$ cat config.mk
export PLATFORM = sky130hd
export DESIGN_NAME = oxygen_sensor_line_parser_valve_control_top
export DESIGN_NICKNAME = d
export VERILOG_FILES = /design/src/rtl/core/oxvc_pkg.sv /design/src/rtl/core/oxygen_sensor_line_parser_valve_control_top.sv /design/src/rtl/core/oxvc_fifo.sv /design/src/rtl/core/oxvc_parser.sv /design/src/rtl/core/oxvc_ctrl.sv
export SDC_FILE = /design/constraint.sdc
export NUM_CORES = 1
export LEC_CHECK = 0
export BUFFER_PORTS_ARGS = -buffer_cell sky130_fd_sc_hd__clkbuf_2
export CAP_MARGIN = 20
export CORE_ASPECT_RATIO = 0.75
export CORE_MARGIN = 1.5
export CORE_UTILIZATION = 62
export DETAILED_ROUTE_END_ITERATION = 6
export PLACE_DENSITY = 0.79
export SKIP_LAST_GASP = 1
export SYNTH_ARGS = -nofsm -noshare
export SYNTH_HDL_FRONTEND = slang
export SYNTH_SLANG_ARGS = --single-unit
$ cat constraint.sdc
create_clock -name clk -period 7.4 [get_ports clk]
set_clock_uncertainty 0.15 [all_clocks]
set_input_delay 0.37 -clock clk [delete_from_list [all_inputs] [get_ports clk]]
set_output_delay 0.37 -clock clk [all_outputs]
set_load 0.02 [all_outputs]
$ cat src/rtl/core/oxvc_pkg.sv
// Shared types and constants for the oxygen sensor line parser and valve control.
package oxvc_pkg;

    typedef enum logic [1:0] {
        CMD_BYTE    = 2'd0,
        CMD_START   = 2'd1,
        CMD_STOP    = 2'd2,
        CMD_REQUEST = 2'd3
    } cmd_t;

    // config register indexes
    localparam logic REG_TEMP_LIMIT    = 1'b0;
    localparam logic REG_OXYGEN_TARGET = 1'b1;

    localparam logic signed [15:0] TEMP_LIMIT_RST    = 16'sd6000;
    localparam logic [15:0]        OXYGEN_TARGET_RST = 16'd5000;

    localparam logic [26:0] MAG_SAT = 27'd99999999;

    localparam logic [7:0] CH_SEP   = 8'h3B;
    localparam logic [7:0] CH_CR    = 8'h0D;
    localparam logic [7:0] CH_LF    = 8'h0A;
    localparam logic [7:0] CH_SP    = 8'h20;
    localparam logic [7:0] CH_TAB   = 8'h09;
    localparam logic [7:0] CH_VT    = 8'h0B;
    localparam logic [7:0] CH_FF    = 8'h0C;
    localparam logic [7:0] CH_PLUS  = 8'h2B;
    localparam logic [7:0] CH_MINUS = 8'h2D;
    localparam logic [7:0] CH_ZERO  = 8'h30;
    localparam logic [7:0] CH_NINE  = 8'h39;

    localparam logic [7:0] CH_AMP  = 8'h41;  // 'A'
    localparam logic [7:0] CH_PHA  = 8'h50;  // 'P'
    localparam logic [7:0] CH_TMP  = 8'h54;  // 'T'
    localparam logic [7:0] CH_OXY  = 8'h4F;  // 'O'
    localparam logic [7:0] CH_ERR  = 8'h45;  // 'E'

    localparam int MID_DEPTH_DEF = 4;
    localparam int OUT_DEPTH_DEF = 4;

    // parsed word from front to back
    typedef struct packed {
        cmd_t        cmd;
        logic        done;
        logic        ok;
        logic [23:0] amplitude;
        logic [15:0] phase;
        logic [15:0] temperature;
        logic [15:0] oxygen;
        logic [26:0] error_code;
    } parse_word_t;

    // result word
    typedef struct packed {
        logic        frame_done;
        logic        frame_ok;
        logic        valve_open;
        logic        system_on;
        logic        temp_trip;
        logic        sensor_fault;
        logic [15:0] oxygen;
        logic [15:0] temperature;
        logic [15:0] phase;
        logic [23:0] amplitude;
        logic [26:0] error_code;
    } result_word_t;

    // expected prefix letter of numeric field n (1..5)
    function automatic logic [7:0] prefix_char(input logic [2:0] n);
        logic [7:0] ch;
        case (n)
            3'd1:    ch = CH_AMP;
            3'd2:    ch = CH_PHA;
            3'd3:    ch = CH_TMP;
            3'd4:    ch = CH_OXY;
            default: ch = CH_ERR;
        endcase
        return ch;
    endfunction

endpackage

$ cat src/rtl/core/oxygen_sensor_line_parser_valve_control_top.sv
// Top level of the oxygen sensor line parser and valve control block.
// Words go in through push/full and results come out through pop/empty, one result per
// input word, in order. Both sides take one word per clock while the queue they write is
// not full: the parser classifies each command/byte word in the cycle it is pushed and
// writes it into a small queue; the control stage drains that queue one word per cycle
// into the result queue. Results pass from the middle queue through the control stage
// into the result queue, whose head drives the result ports. MID_DEPTH and OUT_DEPTH set
// how many words each queue can buffer while the other side stalls. There is no start-up
// pass after reset. Config writes (wr_en/wr_index/wr_data) take effect at once and are
// meant for idle periods.
module oxygen_sensor_line_parser_valve_control_top #(
    parameter int MID_DEPTH = oxvc_pkg::MID_DEPTH_DEF,
    parameter int OUT_DEPTH = oxvc_pkg::OUT_DEPTH_DEF
) (
    input  logic               clk,
    input  logic               rst_n,
    input  logic               push,
    output logic               full,
    input  logic [1:0]         cmd,
    input  logic [7:0]         rx_byte,
    input  logic               wr_en,
    input  logic               wr_index,
    input  logic [15:0]        wr_data,
    output logic               empty,
    input  logic               pop,
    output logic               frame_done,
    output logic               frame_ok,
    output logic               valve_open,
    output logic               system_on,
    output logic               temp_trip,
    output logic               sensor_fault,
    output logic [15:0]        oxygen,
    output logic signed [15:0] temperature,
    output logic [15:0]        phase,
    output logic [23:0]        amplitude,
    output logic [26:0]        error_code
);

    localparam int PW_BITS = $bits(oxvc_pkg::parse_word_t);
    localparam int RW_BITS = $bits(oxvc_pkg::result_word_t);

    oxvc_pkg::parse_word_t  pw_in, pw_out;
    oxvc_pkg::result_word_t rw_in, rw_out;
    logic [PW_BITS-1:0]     pw_out_bits;
    logic [RW_BITS-1:0]     rw_out_bits;
    logic                   accept;
    logic                   mid_empty;
    logic                   out_full;
    logic                   step;

    assign accept = push & ~full;
    assign step   = ~mid_empty & ~out_full;

    oxvc_parser u_parser (
        .clk      (clk),
        .rst_n    (rst_n),
        .in_valid (accept),
        .cmd      (oxvc_pkg::cmd_t'(cmd)),
        .rx_byte  (rx_byte),
        .pw       (pw_in)
    );

    oxvc_fifo #(
        .WIDTH (PW_BITS),
        .DEPTH (MID_DEPTH)
    ) u_mid_fifo (
        .clk   (clk),
        .rst_n (rst_n),
        .push  (push),
        .wdata (pw_in),
        .full  (full),
        .pop   (step),
        .rdata (pw_out_bits),
        .empty (mid_empty)
    );

    assign pw_out = oxvc_pkg::parse_word_t'(pw_out_bits);

    oxvc_ctrl u_ctrl (
        .clk      (clk),
        .rst_n    (rst_n),
        .wr_en    (wr_en),
        .wr_index (wr_index),
        .wr_data  (wr_data),
        .in_valid (step),
        .pw       (pw_out),
        .rw       (rw_in)
    );

    oxvc_fifo #(
        .WIDTH (RW_BITS),
        .DEPTH (OUT_DEPTH)
    ) u_out_fifo (
        .clk   (clk),
        .rst_n (rst_n),
        .push  (step),
        .wdata (rw_in),
        .full  (out_full),
        .pop   (pop),
        .rdata (rw_out_bits),
        .empty (empty)
    );

    assign rw_out = oxvc_pkg::result_word_t'(rw_out_bits);

    assign frame_done   = rw_out.frame_done;
    assign frame_ok     = rw_out.frame_ok;
    assign valve_open   = rw_out.valve_open;
    assign system_on    = rw_out.system_on;
    assign temp_trip    = rw_out.temp_trip;
    assign sensor_fault = rw_out.sensor_fault;
    assign oxygen       = rw_out.oxygen;
    assign temperature  = rw_out.temperature;
    assign phase        = rw_out.phase;
    assign amplitude    = rw_out.amplitude;
    assign error_code   = rw_out.error_code;

endmodule

$ cat src/rtl/core/oxvc_fifo.sv
// Small synchronous word queue with push/full and pop/empty sides.
module oxvc_fifo #(
    parameter int WIDTH = 8,
    parameter int DEPTH = 4
) (
    input  logic             clk,
    input  logic             rst_n,
    input  logic             push,
    input  logic [WIDTH-1:0] wdata,
    output logic             full,
    input  logic             pop,
    output logic [WIDTH-1:0] rdata,
    output logic             empty
);

    localparam int PW = (DEPTH > 1) ? $clog2(DEPTH) : 1;
    localparam int CW = $clog2(DEPTH + 1);

    logic [WIDTH-1:0] mem [DEPTH];
    logic [PW-1:0]    wr_ptr_reg, wr_ptr_next;
    logic [PW-1:0]    rd_ptr_reg, rd_ptr_next;
    logic [CW-1:0]    count_reg, count_next;
    logic             do_push, do_pop;

    assign full    = (count_reg == CW'(DEPTH));
    assign empty   = (count_reg == '0);
    assign do_push = push & ~full;
    assign do_pop  = pop & ~empty;
    assign rdata   = mem[rd_ptr_reg];

    always_comb
    begin
        wr_ptr_next = wr_ptr_reg;
        rd_ptr_next = rd_ptr_reg;
        count_next  = count_reg;
        if (do_push)
        begin
            wr_ptr_next = (wr_ptr_reg == PW'(DEPTH - 1)) ? '0 : wr_ptr_reg + 1'b1;
        end
        if (do_pop)
        begin
            rd_ptr_next = (rd_ptr_reg == PW'(DEPTH - 1)) ? '0 : rd_ptr_reg + 1'b1;
        end
        if (do_push && !do_pop)
        begin
            count_next = count_reg + 1'b1;
        end
        else if (do_pop && !do_push)
        begin
            count_next = count_reg - 1'b1;
        end
    end

    always_ff @(posedge clk or negedge rst_n)
    begin
        if (!rst_n)
        begin
            wr_ptr_reg <= '0;
            rd_ptr_reg <= '0;
            count_reg  <= '0;
        end
        else
        begin
            wr_ptr_reg <= wr_ptr_next;
            rd_ptr_reg <= rd_ptr_next;
            count_reg  <= count_next;
        end
    end

    always_ff @(posedge clk)
    begin
        if (do_push)
        begin
            mem[wr_ptr_reg] <= wdata;
        end
    end

endmodule

$ cat src/rtl/core/oxvc_parser.sv
// Front end: takes command/byte words, parses sensor lines, emits parsed words.
module oxvc_parser (
    input  logic                  clk,
    input  logic                  rst_n,
    input  logic                  in_valid,
    input  oxvc_pkg::cmd_t        cmd,
    input  logic [7:0]            rx_byte,
    output oxvc_pkg::parse_word_t pw
);

    logic        request_open_reg, request_open_next;
    logic        line_started_reg, line_started_next;
    logic [2:0]  field_index_reg,  field_index_next;
    logic        first_reg,        first_next;
    logic        started_reg,      started_next;
    logic        neg_reg,          neg_next;
    logic        num_done_reg,     num_done_next;
    logic        prefix_ok_reg,    prefix_ok_next;
    logic [26:0] acc_reg,          acc_next;

    logic [23:0] amp_reg,  amp_next;
    logic [15:0] phase_reg, phase_next;
    logic [15:0] temp_reg, temp_next;
    logic [15:0] oxy_reg,  oxy_next;

    // field values derived from the running magnitude
    logic [23:0] val_amp;
    logic [15:0] val_u16;
    logic [15:0] val_temp;
    logic [30:0] acc_mul;
    logic        is_digit, is_blank, is_sign, is_eol;
    logic        done, ok;

    assign val_amp  = neg_reg ? 24'd0 :
                      (acc_reg > 27'hFFFFFF) ? 24'hFFFFFF : acc_reg[23:0];
    assign val_u16  = neg_reg ? 16'd0 :
                      (acc_reg > 27'hFFFF) ? 16'hFFFF : acc_reg[15:0];
    assign val_temp = neg_reg ?
                      ((acc_reg > 27'd32768) ? 16'h8000 : 16'(16'd0 - acc_reg[15:0])) :
                      ((acc_reg > 27'd32767) ? 16'h7FFF : acc_reg[15:0]);

    assign is_digit = (rx_byte >= oxvc_pkg::CH_ZERO) && (rx_byte <= oxvc_pkg::CH_NINE);
    assign is_blank = (rx_byte == oxvc_pkg::CH_SP) || (rx_byte == oxvc_pkg::CH_TAB) ||
                      (rx_byte == oxvc_pkg::CH_VT) || (rx_byte == oxvc_pkg::CH_FF);
    assign is_sign  = (rx_byte == oxvc_pkg::CH_PLUS) || (rx_byte == oxvc_pkg::CH_MINUS);
    assign is_eol   = (rx_byte == oxvc_pkg::CH_CR) || (rx_byte == oxvc_pkg::CH_LF);

    // acc*10 + digit; never exceeds 31 bits since acc <= MAG_SAT
    assign acc_mul = {acc_reg, 3'b000} + {3'b000, acc_reg, 1'b0} + {27'd0, rx_byte[3:0]};

    always_comb
    begin
        request_open_next = request_open_reg;
        line_started_next = line_started_reg;
        field_index_next  = field_index_reg;
        first_next        = first_reg;
        started_next      = started_reg;
        neg_next          = neg_reg;
        num_done_next     = num_done_reg;
        prefix_ok_next    = prefix_ok_reg;
        acc_next          = acc_reg;
        amp_next          = amp_reg;
        phase_next        = phase_reg;
        temp_next         = temp_reg;
        oxy_next          = oxy_reg;
        done              = 1'b0;
        ok                = 1'b0;

        case (cmd)
            oxvc_pkg::CMD_BYTE:
            begin
                if (request_open_reg)
                begin
                    if (is_eol)
                    begin
                        if (line_started_reg)
                        begin
                            done = 1'b1;
                            ok   = (field_index_reg == 3'd5) && prefix_ok_reg && !first_reg;
                            request_open_next = 1'b0;
                            line_started_next = 1'b0;
                            field_index_next  = 3'd0;
                            first_next        = 1'b1;
                            started_next      = 1'b0;
                            neg_next          = 1'b0;
                            num_done_next     = 1'b0;
                            prefix_ok_next    = 1'b1;
                            acc_next          = '0;
                        end
                    end
                    else
                    begin
                        line_started_next = 1'b1;
                        if (rx_byte == oxvc_pkg::CH_SEP && field_index_reg < 3'd5)
                        begin
                            if (field_index_reg != 3'd0)
                            begin
                                if (first_reg)
                                begin
                                    // empty field
                                    prefix_ok_next = 1'b0;
                                end
                                else
                                begin
                                    case (field_index_reg)
                                        3'd1:    amp_next   = val_amp;
                                        3'd2:    phase_next = val_u16;
                                        3'd3:    temp_next  = val_temp;
                                        3'd4:    oxy_next   = val_u16;
                                        default: ;
                                    endcase
                                end
                            end
                            field_index_next = field_index_reg + 3'd1;
                            first_next       = 1'b1;
                            started_next     = 1'b0;
                            neg_next         = 1'b0;
                            num_done_next    = 1'b0;
                            acc_next         = '0;
                        end
                        else if (field_index_reg != 3'd0)
                        begin
                            if (first_reg)
                            begin
                                first_next = 1'b0;
                                if (rx_byte != oxvc_pkg::prefix_char(field_index_reg))
                                begin
                                    prefix_ok_next = 1'b0;
                                end
                            end
                            else if (!num_done_reg)
                            begin
                                if (is_digit)
                                begin
                                    started_next = 1'b1;
                                    acc_next = (acc_mul > 31'(oxvc_pkg::MAG_SAT)) ?
                                               oxvc_pkg::MAG_SAT : acc_mul[26:0];
                                end
                                else if (!started_reg && is_blank)
                                begin
                                    // leading blank skipped
                                end
                                else if (!started_reg && is_sign)
                                begin
                                    started_next = 1'b1;
                                    neg_next     = (rx_byte == oxvc_pkg::CH_MINUS);
                                end
                                else
                                begin
                                    num_done_next = 1'b1;
                                end
                            end
                        end
                    end
                end
            end
            oxvc_pkg::CMD_REQUEST:
            begin
                request_open_next = 1'b1;
                line_started_next = 1'b0;
                field_index_next  = 3'd0;
                first_next        = 1'b1;
                started_next      = 1'b0;
                neg_next          = 1'b0;
                num_done_next     = 1'b0;
                prefix_ok_next    = 1'b1;
                acc_next          = '0;
            end
            default: ;
        endcase
    end

    always_comb
    begin
        pw.cmd         = cmd;
        pw.done        = done;
        pw.ok          = ok;
        pw.amplitude   = amp_reg;
        pw.phase       = phase_reg;
        pw.temperature = temp_reg;
        pw.oxygen      = oxy_reg;
        pw.error_code  = acc_reg;  // last field is the raw magnitude
    end

    always_ff @(posedge clk or negedge rst_n)
    begin
        if (!rst_n)
        begin
            request_open_reg <= 1'b0;
            line_started_reg <= 1'b0;
            field_index_reg  <= 3'd0;
            first_reg        <= 1'b1;
            started_reg      <= 1'b0;
            neg_reg          <= 1'b0;
            num_done_reg     <= 1'b0;
            prefix_ok_reg    <= 1'b1;
            acc_reg          <= '0;
        end
        else if (in_valid)
        begin
            request_open_reg <= request_open_next;
            line_started_reg <= line_started_next;
            field_index_reg  <= field_index_next;
            first_reg        <= first_next;
            started_reg      <= started_next;
            neg_reg          <= neg_next;
            num_done_reg     <= num_done_next;
            prefix_ok_reg    <= prefix_ok_next;
            acc_reg          <= acc_next;
        end
    end

    // staged fields: only read on a good line, where all are freshly written
    always_ff @(posedge clk)
    begin
        if (in_valid)
        begin
            amp_reg   <= amp_next;
            phase_reg <= phase_next;
            temp_reg  <= temp_next;
            oxy_reg   <= oxy_next;
        end
    end

endmodule

$ cat src/rtl/core/oxvc_ctrl.sv
// Back end: holds the reading, applies start/stop and the valve safety rule.
module oxvc_ctrl (
    input  logic                   clk,
    input  logic                   rst_n,
    input  logic                   wr_en,
    input  logic                   wr_index,
    input  logic [15:0]            wr_data,
    input  logic                   in_valid,
    input  oxvc_pkg::parse_word_t  pw,
    output oxvc_pkg::result_word_t rw
);

    logic signed [15:0] temp_limit_reg;
    logic [15:0]        oxygen_target_reg;

    logic        active_reg, active_next;
    logic        valve_reg,  valve_next;
    logic        valid_reg,  valid_next;
    logic [23:0] amp_reg,    amp_next;
    logic [15:0] phase_reg,  phase_next;
    logic [15:0] temp_reg,   temp_next;
    logic [15:0] oxy_reg,    oxy_next;
    logic [26:0] err_reg,    err_next;
    logic        trip;

    always_comb
    begin
        active_next = active_reg;
        valve_next  = valve_reg;
        valid_next  = valid_reg;
        amp_next    = amp_reg;
        phase_next  = phase_reg;
        temp_next   = temp_reg;
        oxy_next    = oxy_reg;
        err_next    = err_reg;
        trip        = 1'b0;

        if (pw.ok)
        begin
            valid_next = 1'b1;
            amp_next   = pw.amplitude;
            phase_next = pw.phase;
            temp_next  = pw.temperature;
            oxy_next   = pw.oxygen;
            err_next   = pw.error_code;
        end

        case (pw.cmd)
            oxvc_pkg::CMD_START:
            begin
                active_next = 1'b1;
            end
            oxvc_pkg::CMD_STOP:
            begin
                active_next = 1'b0;
                valve_next  = 1'b0;
            end
            default: ;
        endcase

        if (active_next && valid_next)
        begin
            if ($signed(temp_next) > temp_limit_reg)
            begin
                valve_next  = 1'b0;
                active_next = 1'b0;
                trip        = 1'b1;
            end
            else if (err_next != '0)
            begin
                valve_next = 1'b0;
            end
            else
            begin
                valve_next = (oxy_next > oxygen_target_reg);
            end
        end
    end

    always_comb
    begin
        rw.frame_done   = pw.done;
        rw.frame_ok     = pw.ok;
        rw.valve_open   = valve_next;
        rw.system_on    = active_next;
        rw.temp_trip    = trip;
        rw.sensor_fault = (err_next != '0);
        rw.oxygen       = oxy_next;
        rw.temperature  = temp_next;
        rw.phase        = phase_next;
        rw.amplitude    = amp_next;
        rw.error_code   = err_next;
    end

    always_ff @(posedge clk or negedge rst_n)
    begin
        if (!rst_n)
        begin
            temp_limit_reg    <= oxvc_pkg::TEMP_LIMIT_RST;
            oxygen_target_reg <= oxvc_pkg::OXYGEN_TARGET_RST;
        end
        else if (wr_en)
        begin
            case (wr_index)
                oxvc_pkg::REG_TEMP_LIMIT:    temp_limit_reg    <= wr_data;
                oxvc_pkg::REG_OXYGEN_TARGET: oxygen_target_reg <= wr_data;
                default: ;
            endcase
        end
    end

    always_ff @(posedge clk or negedge rst_n)
    begin
        if (!rst_n)
        begin
            active_reg <= 1'b0;
            valve_reg  <= 1'b0;
            valid_reg  <= 1'b0;
            amp_reg    <= '0;
            phase_reg  <= '0;
            temp_reg   <= '0;
            oxy_reg    <= '0;
            err_reg    <= '0;
        end
        else if (in_valid)
        begin
            active_reg <= active_next;
            valve_reg  <= valve_next;
            valid_reg  <= valid_next;
            amp_reg    <= amp_next;
            phase_reg  <= phase_next;
            temp_reg   <= temp_next;
            oxy_reg    <= oxy_next;
            err_reg    <= err_next;
        end
    end

endmodule
==> flow_summary.yaml, run 1 <==
yosys:
  synth_area_leader_cell: "edfxtp_1"
  syn_area_um2: 45200
  ys_types: 90
  avgSynthCellArea_um2: 18.1
  synthArstFlopShare_pct: 17.0
  synthesis.nets: 2645
  synth_compound_area_share_pct: 4.16
  synth-main-ff-cell: "edfxtp_1"
  syn_inst: 2501
  synth_edf_count: 904
  synth_area_leaders: "edfxtp_1 60%, mux4_2 10%, dfrtp_1 9.5%"
  synth-xor-area-share_pct: 0.543
  synth_top_family_by_area: "multiplexers"
  synth-simple-area-share_pct: 3.94
  yosysTopAreaCellShare_pct: 60.1
  ys_seq_elements: 1089
  yosysSeqAreaShare_pct: 70.4
  synth-adder-area-share_pct: 3.17
  synth_mux_area_share_pct: 15.9
  yosys_warnings: 0
clocking:
  h-tree-depth: 3
  cts-root-buf: "clkbuf_16"
  clock_sinks: 1089
  clk_latency_ns: 0.68
  cts_tree: "built"
  path_clk_slew_ns: 0.07
  cts-buffers-inserted: 100
  clock_path_buffers: 3
timing:
  drv_slew: 0
  tns_ns: 0
  hold_viol_final: 0
  final.min_clock_period_ns: 5.30
  rsz0062_at_grt: "no"
  fmax_mhz: 189
  worst_slew_pin_slew_ns: 1.06
  slew_headroom_pct: 29.2
  fin_crit_sh_pct: 71.6
  setup_viol: 0
critical_path:
  crit_cells: 14
  crit_fanout: 55
  rr_startpoint: "u_mid_fifo.rd_ptr_reg[1]$_DFFE_PN0P_"
  r2r_cells: 14
  start_kind: "flip-flop"
  crit_start: "u_mid_fifo.rd_ptr_reg[1]$_DFFE_PN0P_"
  critPathBufInv: 1
  critPathTopFamily: "multiplexers"
  end_kind: "flip-flop"
  cp_cell_sequence: "mux4_4 -> buf_4 -> mux2_2 -> ha_1 -> a21o_1 -> a21o_1 -> a21oi_1 -> nor2b_1 -> o21ai_0 -> nand2b_1 -> a21oi_1 -> nor2b_1 -> o31ai_1 -> nand2_1"
  max_stage_delay_ns: 1.00
  rr_endpoint: "u_out_fifo.mem[0][102]$_DFFE_PP_"
  worstPathArrival_ns: 5.54
  crit_type: "flip-flop to flip-flop"
  cp_data_required_time_ns: 7.64
  reg2reg_slack_ns: 2.10
  cp_slowest_cell: "dfrtp_4"
  crit_end: "u_out_fifo.mem[0][102]$_DFFE_PP_"
detailed_routing:
  routed_via_density: 6.40
  firstDrtPassIters: 5
  drc: 0
  vias: 23900
  drt-initial-drc-count: 2390
  routed_wl_mm: 98.6
  final_antenna_net_count: 0
  wl_per_cell_um: 26.4
cells_and_area:
  final_common_cell: "edfxtp_1"
  layout-drive-gt1-share_pct: 29.3
  syn_to_final_growth_pct: 11.7
  largest_reg_flops: 420
  fill_cells: 4305
  stdcell_area_um2: 50400
  nets: 2833
  regMostFlops: "u_out_fifo.mem"
  instances_no_fill: 3735
  final_cell_mix: "904 x edfxtp_1, 216 x mux2_2, 207 x mux4_2"
  top_regs: "u_out_fifo.mem x420, u_mid_fifo.mem x412"
  fin_util_pct: 70.2
placement:
  placed_area_um2: 46900
  hpwl_mm: 60.4
  dp.cells: 3522
  gp_congestion: 0.848
  io_buffers: 138
floorplanning:
  core.rowCount: 85
  fp.dieW_um: 315
  io_pins: 139
  chipHeight_um: 237
  start_util_pct: 62.8
  coreArea_um2: 71900
  die_area_um2: 74500
pwr:
  clkPwrFrac_pct: 19.8
  pwr-share-comb_pct: 38.6
  internal_power_mw: 16.6
  seqPwrFrac_pct: 41.6
  power_per_cell_area_nw_per_um2: 515
  switching_share_pct: 36.1
  p_switching_mw: 9.38
  p_leak_nw: 17.8
  irDropWorstVdd_mv: 0.373
flow_run:
  max_cap_viol_count: 0
global_routing:
  grt_usage_pct: 27.0
  grt-ovfl-total: 0
  grt_pass1_wl_mm: 150
  grt_pass1_vias: 24600
  grt_max_degree: 66
  antenna_found_initial: 1
hold_path:
  hold_path.class: "input port to flip-flop"
  holdPathStages: 5
run_status:
  status: "complete, no violations"
==> cells in the mapped netlist, types with 16 or more instances <==
library cell  count
clkbuf_1         69
nand2_1         125
inv_1            93
nand4_1          25
nor3_1           24
ha_1            108
dfrtp_1         171
edfxtp_1        904
nand3_1          16
mux2_2          216
a21o_1           16
nor2_1           58
a21oi_1          77
nand2b_1         26
o21ai_0          76
mux4_2          208
nor4_1           17
buf_1            22
==> metrics by stage <==
step                worst slack, ns  power, mW  hold WS (ns)
CTS                            2.08       26.1       0.00378
global route                   1.84       27.2        0.0519
detailed placement             2.19       20.8         0.258
floorplan                      2.31       17.6       -0.0756
global placement               2.24       20.3         0.245
finish                         2.10       26.0        0.0737
==> worst min-delay path, cell delays in order <==
cell and delay, ns:
clkbuf_2 0.10, nor2b_1 0.05, buf_4 0.21, nand2_1 0.09
o21ai_0 0.07
==> power groups by stage <==
| stage | logic (mW) | clock network, mW | registers [mW] |
|---|---|---|---|
| after floorplan | 7.18 | 0 | 10.4 |
| after global placement | 9.67 | 0 | 10.6 |
| after detailed placement | 9.91 | 0 | 10.8 |
| after CTS | 10.1 | 5.21 | 10.8 |
| after global routing | 10.7 | 5.45 | 11.0 |
| final | 10.0 | 5.15 | 10.8 |
==> worst min path at each step <==
| stage | start | end | slack (ns) |
|---|---|---|---|
| 2_1_floorplan | rst_n | u_ctrl.active_reg$_DFFE_PN0P_ | -0.08 |
| 3_3_place_gp | rst_n | u_ctrl.phase_reg[13]$_DFFE_PN0P_ | 0.24 |
| 3_5_place_dp | rst_n | u_ctrl.phase_reg[7]$_DFFE_PN0P_ | 0.26 |
| 4_1_cts | wr_index | u_ctrl.temp_limit_reg[9]$_DFFE_PN1P_ | 0.004 |
| 5_1_grt | wr_index | u_ctrl.temp_limit_reg[9]$_DFFE_PN1P_ | 0.05 |
| 6_report | wr_index | u_ctrl.temp_limit_reg[9]$_DFFE_PN1P_ | 0.07 |
==> what timing repair did <==
action / in CTS / in global routing
endpoints found under the hold margin: 106 / 0
setup buffers: 0 / 0
hold buffers: 21 / 0
gates resized for setup: 0 / 0
==> logic make-up after synthesis <==
family | after synthesis
adders and majority gates | 112
muxes | 431
AOI/OAI and AO/OA | 283
xor gates and xnor gates | 28
buffers and inverters | 202
and+or+nand+nor | 356
DFF | 1089
==> cell type report <==
| class | count | area [µm²] | area share (%) |
|---|---|---|---|
| antenna | 1 | 2.50 | 0.00496 |
| clock buffer | 151 | 2850 | 5.66 |
| clock inverter | 39 | 494 | 0.980 |
| inverter | 94 | 353 | 0.700 |
| multi-input combinational | 1210 | 12600 | 24.9 |
| sequential | 1089 | 31800 | 63.1 |
| tap | 957 | 1200 | 2.37 |
| timing repair buffer | 194 | 1170 | 2.32 |
==> routing by layer <==
| layer | share of wire [%] | up-vias | routed length [µm] | track usage [%] |
|---|---|---|---|---|
| met1 | 42 | 12500 | 41300 | 39.4 |
| met3 | 7.3 | 159 | 7190 | 5.13 |
| li1 | - | 10300 | - | - |
| met5 | 0.013 | - | 13 | 0 |
| met2 | 48 | 1028 | 47500 | 42.2 |
| met4 | 2.6 | 2 | 2580 | 7.82 |
(Power assumes the default switching activity.)
==> run 2: changes to the inputs <==
Settings changed: CORE_UTILIZATION 62 to 56, PLACE_DENSITY 0.79 to 0.76.
Clock period 7.4 ns to 4.54 ns, I/O delays scaled along.
==> flow_summary.yaml, run 2 (synthesis gave the netlist of run 1 again) <==
run_status:
  status: "complete, but fails checks"
  failed_checks: "design-rule violations"
timing:
  fin_ws_ns: 0.146
  fmax_mhz: 228
  worst_slew_pin_slew_ns: 1.08
  fin_hold_ws_ns: 0.0718
  slew_headroom_pct: 28.1
  setup_viol: 0
  final.min_clock_period_ns: 4.39
  tns_ns: 0
  hold_viol_final: 0
  drv_slew: 0
  rsz0062_at_grt: "no"
  fin_crit_sh_pct: 96.8
detailed_routing:
  wl_per_cell_um: 25.0
  drc: 4
  vias: 24100
  routed_via_density: 6.18
  final_antenna_net_count: 0
  routed_wl_mm: 97.5
  drt-initial-drc-count: 2300
  firstDrtPassIters: 7
clocking:
  h-tree-depth: 3
  clock_sinks: 1089
  cts_tree: "built"
  path_clk_slew_ns: 0.07
  cts-buffers-inserted: 97
  cts-root-buf: "clkbuf_16"
  clk_latency_ns: 0.67
  clock_path_buffers: 3
cells_and_area:
  syn_to_final_growth_pct: 13.5
  final_cell_mix: "904 x edfxtp_1, 216 x mux2_2, 207 x mux4_2"
  layout-drive-gt1-share_pct: 30.2
  final_common_cell: "edfxtp_1"
  top_regs: "u_out_fifo.mem x420, u_mid_fifo.mem x412"
  regMostFlops: "u_out_fifo.mem"
  fill_cells: 5181
  largest_reg_flops: 420
  antennaDiodeCount: 0
  nets: 2910
floorplanning:
  chipHeight_um: 249
  die_area_um2: 82400
  core.rowCount: 89
  io_pins: 139
  coreArea_um2: 79300
  fp.dieW_um: 331
  start_util_pct: 57.0
global_routing:
  antenna_found_initial: 0
  grt_pass1_wl_mm: 151
  grt_max_degree: 97
  grt-ovfl-total: 0
  grt_pass1_vias: 24900
  grt_usage_pct: 24.2
critical_path:
  cp_data_required_time_ns: 4.97
  start_kind: "flip-flop"
  crit_type: "flip-flop to flip-flop"
  r2r_cells: 14
  end_kind: "flip-flop"
  worstPathArrival_ns: 4.82
  crit_fanout: 16
placement:
  gp_congestion: 0.857
  hpwl_mm: 60.7
  post-place-ws_ns: 0.0319
  io_buffers: 138
pwr:
  power_per_cell_area_nw_per_um2: 826
  p_leak_nw: 18.1
  irDropWorstVdd_mv: 0.511
flow_run:
  max_cap_viol_count: 0
hold_path:
  holdPathStages: 5
  hold_path.class: "input port to flip-flop"
run 2: cell count changes in the layout (fill, tap and decap cells not counted), moves of 4 or more:
cell	change
buf_12	+16
dlygate4sd3_1	+30
clkinv_2	+4
buf_4	+33
clkinv_16	-4
clkbuf_8	-8
run 2: metal layers:
layer,GRT usage [%],routed length [µm],up-vias
met2,37.9,46800,963
met5,0,0,-
met3,4.77,7010,151
met4,5.53,1940,0
li1,-,-,10400
met1,35.4,41800,12500
run 2: path summary, 6_finish.rpt:
kind	start	endpoint	slack, ns
worst max register to register	u_parser.acc_reg[2]$_DFFE_PN0P_	u_parser.acc_reg[9]$_DFFE_PN0P_	0.15
max in group asynchronous	rst_n	u_mid_fifo.rd_ptr_reg[1]$_DFFE_PN0P_	2.99
worst min-delay path	rx_byte[3]	u_parser.neg_reg$_DFFE_PN0P_	0.07
worst max-delay path	u_parser.acc_reg[2]$_DFFE_PN0P_	u_parser.acc_reg[9]$_DFFE_PN0P_	0.15
worst min register to register	u_ctrl.valid_reg$_DFFE_PN0P_	u_ctrl.valid_reg$_DFFE_PN0P_	0.34
min in group asynchronous	rst_n	u_ctrl.phase_reg[7]$_DFFE_PN0P_	0.10
run 2: stage by stage:
step	instance area, µm²	std cells	utilization [%]	total power [mW]
after floorplan	45200	2501	-	28.7
after global placement	47500	3659	60.0	33.6
after detailed placement	47500	3659	60.0	34.3
after CTS	51200	3894	64.6	42.5
after global routing	51200	3897	64.6	44.4
final	51200	3897	64.6	42.3
run 2: where the power goes:
part,internal (mW),switching (mW)
registers,15.8,1.17
clock network,4.47,3.58
logic,6.88,10.4
total,27.2,15.2
run 2: critical path, stage by stage (launching register included):
cell	delay, ns
dfrtp_1	0.39
buf_4	0.20
ha_1	0.30
ha_1	0.35
o211ai_1	0.20
a21o_1	0.22
a32oi_2	0.18
a211o_1	0.40
a221oi_2	0.34
o211a_1	0.20
nand2_1	0.08
or4_2	0.75
o32ai_4	0.18
buf_12	0.20
a22o_1	0.15
run 2: final cells by class:
cell class | instances | area (µm²) | area share, %
Clock buffer | 139 | 2670 | 5.20
Clock inverter | 45 | 470 | 0.918
Multi-Input combinational cell | 1210 | 12600 | 24.6
Tap cell | 1046 | 1310 | 2.55
Sequential cell | 1089 | 31800 | 62.1
Inverter | 94 | 353 | 0.689
Timing Repair Buffer | 274 | 2060 | 4.01
run 2: repair_timing:
| item | CTS | global route |
|---|---|---|
| hold buffers | 51 | 0 |
| setup endpoints to repair | 0 | 24 |
| endpoints found under the hold margin | 137 | 0 |
| gates resized for setup | 0 | 6 |
| buffers inserted | 0 | 2 |
==> run 3: changes to the inputs <==
Settings changed: ABC_AREA from default to 1, CORE_MARGIN 1.5 to default.
==> flow_summary.yaml, run 3 <==
run_status:
  status: "complete, but fails checks"
  failed_checks: "design-rule violations"
placement:
  hpwl_mm: 67.6
  gp_congestion: 0.940
  dp.cells: 5071
  post-place-ws_ns: 0.514
  io_buffers: 138
  placed_area_um2: 47900
detailed_routing:
  routed_wl_mm: 107
  firstDrtPassIters: 7
  vias: 30800
  routed_via_density: 5.82
  wl_per_cell_um: 20.3
  drt-initial-drc-count: 4345
  drc: 1
  final_antenna_net_count: 0
global_routing:
  grt_pass1_wl_mm: 164
  antenna_found_initial: 1
  grt-ovfl-total: 0
  grt_usage_pct: 25.6
  grt_pass1_vias: 28300
  grt_max_degree: 213
timing:
  drv_slew: 0
  fin_ws_ns: 0.337
  fmax_mhz: 238
  final.min_clock_period_ns: 4.20
  slew_headroom_pct: 26.9
  fin_hold_ws_ns: 0.0261
  setup_viol: 0
  hold_viol_final: 0
  rsz0062_at_grt: "no"
  worst_slew_pin_slew_ns: 1.08
  fin_crit_sh_pct: 92.6
yosys:
  syn_inst: 4002
  avgSynthCellArea_um2: 11.5
  yosysMostFrequentCell: "edfxtp_1"
  ys_seq_elements: 1089
  ys_top_cells_by_count: "904 x edfxtp_1, 695 x o21ai_0, 611 x nand2_1, 511 x nor2_1, 296 x inv_1"
  synth_area_leaders: "edfxtp_1 59%, dfrtp_1 9.3%, o21ai_0 7.6%"
  yosysTopAreaCellShare_pct: 59.1
  ys_types: 50
  synth_area_leader_cell: "edfxtp_1"
  synthArstFlopShare_pct: 17.0
  synthesis.nets: 4146
  yosys_warnings: 0
  yosysSeqAreaShare_pct: 69.2
  synth_edf_count: 904
  syn_area_um2: 45900
  synth-main-ff-cell: "edfxtp_1"
critical_path:
  reg2reg_slack_ns: 0.34
  worstPathArrival_ns: 4.46
  cp_slowest_cell: "o21ai_0"
  crit_start: "u_mid_fifo.rd_ptr_reg[0]$_DFFE_PN0P_"
  rr_endpoint: "u_out_fifo.mem[1][101]$_DFFE_PP_"
  cp_cell_sequence: "inv_6 -> nand2_1 -> a32oi_4 -> buf_12 -> o21ai_0 -> ha_1 -> nand2_1 -> nor3_1 -> a21oi_1 -> nand2_1 -> o211ai_1 -> or2_2 -> nand2_1 -> inv_1"
  cp_data_required_time_ns: 4.80
  crit_top_cell: "nand2_1"
  crit_end: "u_out_fifo.mem[1][101]$_DFFE_PP_"
  start_kind: "flip-flop"
  end_kind: "flip-flop"
  r2r_cells: 14
  crit_type: "flip-flop to flip-flop"
  crit_fanout: 64
  rr_startpoint: "u_mid_fifo.rd_ptr_reg[0]$_DFFE_PN0P_"
  max_stage_delay_ns: 0.85
clocking:
  cts-root-buf: "clkbuf_16"
  path_clk_slew_ns: 0.07
  h-tree-depth: 3
  cts-buffers-inserted: 98
  clk_latency_ns: 0.66
  clock_path_buffers: 3
  clock_sinks: 1089
  cts_tree: "built"
floorplanning:
  chipHeight_um: 250
  fp.dieW_um: 333
  coreArea_um2: 80700
  io_pins: 139
  core.rowCount: 90
  start_util_pct: 56.9
  die_area_um2: 83200
cells_and_area:
  largest_reg_flops: 420
  final_cell_mix: "904 x edfxtp_1, 695 x o21ai_0, 611 x nand2_1"
  stdcell_area_um2: 51400
  instances_no_fill: 5284
  layout-drive-gt1-share_pct: 9.82
  regMostFlops: "u_out_fifo.mem"
  syn_to_final_growth_pct: 11.9
  top_regs: "u_out_fifo.mem x420, u_mid_fifo.mem x412"
  final_common_cell: "edfxtp_1"
  nets: 4287
flow_run:
  max_cap_viol_count: 0
hold_path:
  hold_path.class: "input port to flip-flop"
==> run 3: cell types whose count changed after synthesis, sizes merged, moves of 17 or more <==
cell	before	now
clkbuf	69	157
mux2	217	2
o22ai	1	198
mux4	208	0
nand3b	1	18
inv	94	303
a21oi	88	62
nand3	17	68
nand2b	26	0
o21ai	78	699
nand2	125	617
nor2	59	521
==> run 3: worst min path at each step <==
| stage | start | to | cells after the start |
|---|---|---|---|
| 2_1_floorplan | rst_n | u_ctrl.active_reg$_DFFE_PN0P_ | 0 |
| 3_3_place_gp | rst_n | u_ctrl.oxy_reg[2]$_DFFE_PN0P_ | 1 |
| 3_5_place_dp | rst_n | u_ctrl.oxy_reg[15]$_DFFE_PN0P_ | 1 |
| 4_1_cts | rx_byte[3] | u_parser.num_done_reg$_DFFE_PN0P_ | 5 |
| 5_1_grt | rx_byte[3] | u_parser.num_done_reg$_DFFE_PN0P_ | 5 |
| 6_report | rx_byte[3] | u_parser.num_done_reg$_DFFE_PN0P_ | 5 |
==> run 3: routing by layer <==
layer | share of wire (%) | GRT usage [%] | vias to the layer above
met5 | 0 | 0 | -
met4 | 1.9 | 5.94 | 0
met3 | 9.8 | 4.62 | 160
met2 | 44 | 37.1 | 1380
met1 | 45 | 40.3 | 14900
li1 | - | - | 14400
==> run 3: cell type report <==
type | count | area, µm²
inverters | 304 | 1150
clock buffers | 128 | 2650
diodes | 1 | 2.50
flip-flops and latches | 1089 | 31800
clock inverters | 54 | 536
multi-input cells | 2410 | 12200
well taps | 1058 | 1320
fillers | 5870 | 29400
repair buffers | 240 | 1700
==> run 3: kinds of logic after synthesis <==
family / Yosys count / share of synthesized area [%]
simple gates: 1282 / 11.3
compound gates: 998 / 11.7
flops: 1089 / 69.2
xor+xnor: 16 / 0.305
buf+inv: 503 / 4.33
fa+ha+maj: 112 / 3.12
mux: 2 / 0.0490
==> run 3: timing repair <==
item	4_1_cts	5_1_grt
buffers inserted	0	0
gates resized for setup	0	0
hold endpoints to repair	139	0
endpoints found under the setup margin	0	0
hold buffers	29	0
==> run 3: worst max-delay path, delay by kind of cell (launching register included) <==
family                     cells  cell delay, ns
AOI/OAI and AO/OA              4            1.33
and+or+nand+nor                6            0.98
DFF                            1            0.74
buffers and inverters          3            0.43
adders and majority gates      1            0.29
==> run 3: stage by stage <==
| stage | util (%) | setup TNS (ns) |
|---|---|---|
| 5_1_grt | 63.6 | 0 |
| 3_3_place_gp | 59.3 | 0 |
| 2_1_floorplan | - | -648.35 |
| 6_report | 63.6 | 0 |
| 3_5_place_dp | 59.3 | 0 |
| 4_1_cts | 63.6 | 0 |
Power of run 3 is not shown: default switching activity piles up to over one toggle a cycle in this logic, so the estimate is an artifact.
